--- src/rtl/ght_pkg.sv ---
package ght_pkg;

    // fixed field widths
    localparam int HANDLE_W = 32;
    localparam int USAGE_W  = 32;
    localparam int SIZE_W   = 40;
    localparam int KIND_W   = 2;
    localparam int CMD_W    = 2;
    localparam int STATUS_W = 3;

    // default geometry
    localparam int DEF_SLOT_COUNT = 1024;
    localparam int DEF_INDEX_BITS = 20;

    // command codes
    localparam logic [CMD_W-1:0] CMD_CREATE  = 2'd0;
    localparam logic [CMD_W-1:0] CMD_DESTROY = 2'd1;
    localparam logic [CMD_W-1:0] CMD_QUERY   = 2'd2;
    localparam logic [CMD_W-1:0] CMD_UPLOAD  = 2'd3;

    // status codes
    localparam logic [STATUS_W-1:0] ST_OK      = 3'd0;
    localparam logic [STATUS_W-1:0] ST_BADARG  = 3'd1;
    localparam logic [STATUS_W-1:0] ST_INVALID = 3'd2;
    localparam logic [STATUS_W-1:0] ST_FULL    = 3'd3;
    localparam logic [STATUS_W-1:0] ST_OOB     = 3'd4;

    // memory kinds
    localparam logic [KIND_W-1:0] KIND_GPU      = 2'd0;
    localparam logic [KIND_W-1:0] KIND_HOST     = 2'd1;
    localparam logic [KIND_W-1:0] KIND_READBACK = 2'd2;
    localparam logic [KIND_W-1:0] KIND_NONE     = 2'd3;

    // transfer-destination usage bit
    localparam logic [USAGE_W-1:0] XFER_DST_BIT = 32'h0000_0002;

    // controller to datapath
    typedef struct packed {
        logic load;
        logic pop;
        logic exec;
    } t_ght_cmd;

    // datapath to controller
    typedef struct packed {
        logic pop_needed;
    } t_ght_stat;

endpackage

--- src/rtl/ght_ctrl.sv ---
module ght_ctrl
    import ght_pkg::*;
(
    input  logic      i_clk,
    input  logic      i_rst_n,
    input  logic      i_valid,
    output logic      o_stall,
    output logic      o_valid,
    input  logic      i_stall,
    input  t_ght_stat i_stat,
    output t_ght_cmd  o_cmd
);

    localparam logic [1:0] S_IDLE = 2'd0;
    localparam logic [1:0] S_POP  = 2'd1;
    localparam logic [1:0] S_EXEC = 2'd2;

    logic [1:0] r_state;
    logic [1:0] n_state;
    logic       r_out_valid;
    logic       n_out_valid;
    t_ght_cmd   cmd;

    // next state and commands
    always_comb begin
        n_state  = r_state;
        cmd.load = 1'b0;
        cmd.pop  = 1'b0;
        cmd.exec = 1'b0;
        unique case (r_state)
            S_IDLE: begin
                if (i_valid) begin
                    cmd.load = 1'b1;
                    n_state  = i_stat.pop_needed ? S_POP : S_EXEC;
                end
            end
            S_POP: begin
                cmd.pop = 1'b1;
                n_state = S_EXEC;
            end
            S_EXEC: begin
                // result register must be free or draining this cycle
                if (!r_out_valid || !i_stall) begin
                    cmd.exec = 1'b1;
                    n_state  = S_IDLE;
                end
            end
            default: begin
                n_state = S_IDLE;
            end
        endcase
    end

    // result valid tracking
    always_comb begin
        n_out_valid = r_out_valid;
        if (cmd.exec) begin
            n_out_valid = 1'b1;
        end else if (r_out_valid && !i_stall) begin
            n_out_valid = 1'b0;
        end
    end

    always_ff @(posedge i_clk) begin
        if (!i_rst_n) begin
            r_state     <= S_IDLE;
            r_out_valid <= 1'b0;
        end else begin
            r_state     <= n_state;
            r_out_valid <= n_out_valid;
        end
    end

    assign o_stall = (r_state != S_IDLE);
    assign o_valid = r_out_valid;
    assign o_cmd   = cmd;

endmodule

--- config.mk ---
export PLATFORM = sky130hd
export DESIGN_NAME = ght_ctrl
export DESIGN_NICKNAME = d
export VERILOG_FILES = /design/src/rtl/ght_pkg.sv /design/src/rtl/ght_ctrl.sv
export SDC_FILE = /design/constraint.sdc
export NUM_CORES = 1
export LEC_CHECK = 0
export BUFFER_PORTS_ARGS = -buffer_cell sky130_fd_sc_hd__buf_4
export CORE_AREA = 4 4 41 43
export DETAILED_ROUTE_END_ITERATION = 8
export DIE_AREA = 0 0 45 47
export PLACE_DENSITY = 0.32
export REMOVE_ABC_BUFFERS = 1
export SYNTH_ARGS = -nofsm -noshare
export SYNTH_HDL_FRONTEND = slang
export SYNTH_SLANG_ARGS = --single-unit
--- constraint.sdc ---
create_clock -name i_clk -period 2.3 [get_ports i_clk]
set_input_delay 0.46 -clock i_clk [delete_from_list [all_inputs] [get_ports i_clk]]
set_output_delay 0.46 -clock i_clk [all_outputs]
set_load 0.01 [all_outputs]
### Yosys cells after proc, flatten, opt, wreduce, memory -nomap -nowiden

Cells that the tools add are included.

| word-level totals | value |
|---|---|
| register bits after elaboration | 3 |
| input bits | 5 |
| output and inout bits | 5 |
| word-level logic and storage cells | 25 |

| operators by class | value |
|---|---|
| equality and inequality tests | 4 |
| multiplexer cells | 11 |
| reduce and logical (&&, ||, !) cells | 8 |

Operator list:

| cell | count |
|---|---|
| 1-bit 2-to-1 mux | 7 |
| 2-bit 2-to-1 mux | 3 |
| 2-bit case mux with 3 select lines | 1 |
| 2-bit != test, second input constant | 2 |
| 2-bit nonzero test | 2 |
| 2-bit by 1-bit equality test with 1-bit output, second input constant | 1 |
| 2-bit equality test, second input constant | 1 |
| 1-bit zero test | 2 |
| 2-bit zero test | 1 |
| 2-bit AND reduction | 1 |
| 1-bit logical AND | 1 |
| 1-bit logical OR | 1 |

### Depth between registers and ports, before layout

| depth | value |
|---|---|
| word-level depth | 5 |
| mapped depth | 3 |
| mapped depth without buffers | 3 |

### Worst setup path after synthesis

No wires, ideal clock.

| path | value |
|---|---|
| path kind | register to output |
| start | register r_state[0] |
| end | output port o_cmd[2] (netlist bit) |
| arrival | 0.750 ns |
| data required time | 1.840 ns |
| slack | 1.090 ns |
| cell stages (with the launch flop) | 3 |
| path buffers | 0 |
| cell sequence | dfxtp_1 or2_4 nor2_1 |

RTL lines:

| what | RTL line | RTL |
|---|---|---|
| start: declaration | ght_ctrl.sv:18 | `logic [1:0] r_state;` |
| start signal: assignment | ght_ctrl.sv:69 | `r_state <= n_state;` |
| end: declaration | ght_ctrl.sv:11 | `output t_ght_cmd o_cmd` |

==> flow_summary.yaml <==
run_status:
  status: "completed"
timing:
  max_freq_mhz: 663.6
  slew_headroom: 0.8783
  period_needed_ns: 1.507
  worstMarginPinSlew_ns: 0.1825
  hold_viol: 0
  finalWorstSetupSlack_ns: 0.7931
  setup_viol: 0
  rsz0062_at_grt: "false"
  whs_ns: 0.4983
  finalMaxSlewViolations: 0
  skew_ns: 0.002302
  fin_crit_sh: 0.6552
  tns_ns: 0
job:
  cap_viol_max_count: 0
floorplan:
  fp.coreArea_um2: 1301
  ios: 10
  start_util: 0.1279
  die_y_um: 47
  dieArea_um2: 2115
  die_w_um: 45
  rows: 13
drt:
  avgViaCountPerCell: 3.489
  wl_um: 403
  routedWlPerCell_um: 8.956
  drtAntennaViolNets: 0
  vias: 157
  drc: 0
  drt_iter0_markers: 8
  drt-pass1-iter-count: 3
clock_tree:
  post_cts_resized: 0
  clkSlewWorstSetupHoldPaths_ns: 0.04
  cts_made_buffers: 3
  cts_tree: "yes"
  clk_path_buf_depth: 2
  cts.sinks: 3
  htreeDepth: 1
  clockRootBuffer: "clkbuf_4"
  cts_post_setup_buffers_inserted: 0
  insertion_delay_ns: 0.23
  cts_hold_buf: 0
global_routing:
  grt_pass1_wl_um: 655
  grt_pass1_vias: 160
  track_usage: 0.04972
  overflow: 0
  grt_start_max_net_pins: 5
  antenna_found_initial: 0
finish:
  antennaDiodeCount: 0
  finalNetCount: 36
  stdcell_count: 45
  areaGrowthSynthToFinish_pct: 63.16
  drive_gt1_frac: 0.5000
worst_hold_path:
  min-delay-start: "i_rst_n"
  min_path_type: "input port to flop"
logic_synthesis:
  synth_area_leaders: "dfxtp_1, nor4_4, o32ai_2"
  synthesis.area_um2: 166.4
  yosysTopAreaCell: "dfxtp_1"
  syn_avg_cell_area_um2: 9.245
  ys_seq_elements: 3
  yosys.area.top_type_share: 0.3609
  synthDistinctLibCells: 11
  yosysSeqAreaShare: 0.3609
  synth_cells: 18
  ys_warn_count: 0
worst_setup_path:
  required_ns: 1.84
  path_max_fanout: 4
  crit_arrival_ns: 1.05
  cpPeakStageDelay_ns: 0.32
  critPathLaunchType: "flop"
  critPathKind: "flop to output pin"
  startpoint: "r_state[0]"
  r2r-start: "r_state[0]"
  cp_slowest_cell: "dfxtp_1"
  cp_cell_sequence: "or2_4 > nor2_1 > buf_4"
  endpoint_kind: "output pin"
pwr:
  vdd_drop_max_mv: 0.2367
  p_leak_nw: 0.1253
  power_density_nw_per_um2: 687.8
placed_design:
  port_buffers: 9
  pre_cts_slack_ns: 0.9746
  place.gp.congestion: 0.6821
  dp_cells: 41
  dp_hpwl_um: 294.8
-- report_power, final --
| part | leakage (nW) | internal, mW | switching (mW) |
|---|---|---|---|
| registers | 0.0246 | 0.0551 | 0.00232 |
| clock network | 0.0150 | 0.0652 | 0.0300 |
| logic | 0.0858 | 0.0185 | 0.0157 |
-- area by class of cell --
class / count / area (um^2)
flip-flops and latches: 3 / 60.06
repair buffers: 9 / 67.56
clock buffers: 4 / 26.28
well taps: 15 / 18.77
inverters: 3 / 11.26
multi-input cells: 11 / 87.58
fillers: 158 / 1030
-- logic make-up after synthesis --
logic type | synth area share
simple gates | 0.3383
compound gates | 0.1880
buf+inv | 0.1128
flops | 0.3609
-- through the flow --
step / total power [mW] / area [um^2] / utilization
finish: 0.1867 / 271.5 / 0.2087
global route: 0.2034 / 271.5 / 0.2087
CTS: 0.1924 / 271.5 / 0.2087
detailed placement: 0.09249 / 245.2 / 0.1885
global placement: 0.09266 / 245.2 / 0.1885
floorplan: 0.07608 / 158.9 / -
-- state kept, by name (all words and copies together), names as in the netlist --
register / flops
r_state: 2
o_valid: 1
-- worst max-delay path: cells and delay by family, from the launching register on --
family | cells | cell delay (ns)
simple gates | 2 | 0.37
flops | 1 | 0.32
buf+inv | 1 | 0.12
-- Yosys cell counts (all sizes together) --
master / count
o32ai: 1
nor2b: 1
buf: 1
a21oi: 3
nor2: 1
dfxtp: 3
inv: 3
or2: 1
nand2b: 2
nand2: 1
nor4: 1
-- placed cells by master (no fill, tap or decap) --
| master | netlist | final |
|---|---|---|
| buf_4 | 1 | 9 |
| a21oi_1 | 3 | 3 |
| inv_1 | 3 | 3 |
| clkbuf_4 | 0 | 3 |
| dfxtp_1 | 3 | 3 |
| nand2b_1 | 2 | 2 |
| or2_4 | 1 | 1 |
| nor2b_1 | 1 | 1 |
| nor2_1 | 1 | 1 |
| nand2_1 | 1 | 1 |
| o32ai_2 | 1 | 1 |
| nor4_4 | 1 | 1 |
| clkbuf_1 | 0 | 1 |
-- metal layers --
metal  GRT usage  routed length (um)  vias to the layer above
met5           0                   0                        -
met4     0.03509                   0                        0
met3     0.04598                  63                        0
met2     0.05650                 149                       10
met1     0.05669                 190                       65
li1            -                   -                       82
-- path summary, 6_finish.rpt --
path	to	slack (ns)	cells past startpoint
worst min register to register	o_valid	0.52	2
worst min-delay path	r_state[1]	0.50	3
worst max-delay path	o_cmd[2]	0.79	3
worst max register to register	r_state[1]	1.50	2
Power figures use the tool's default switching activity.
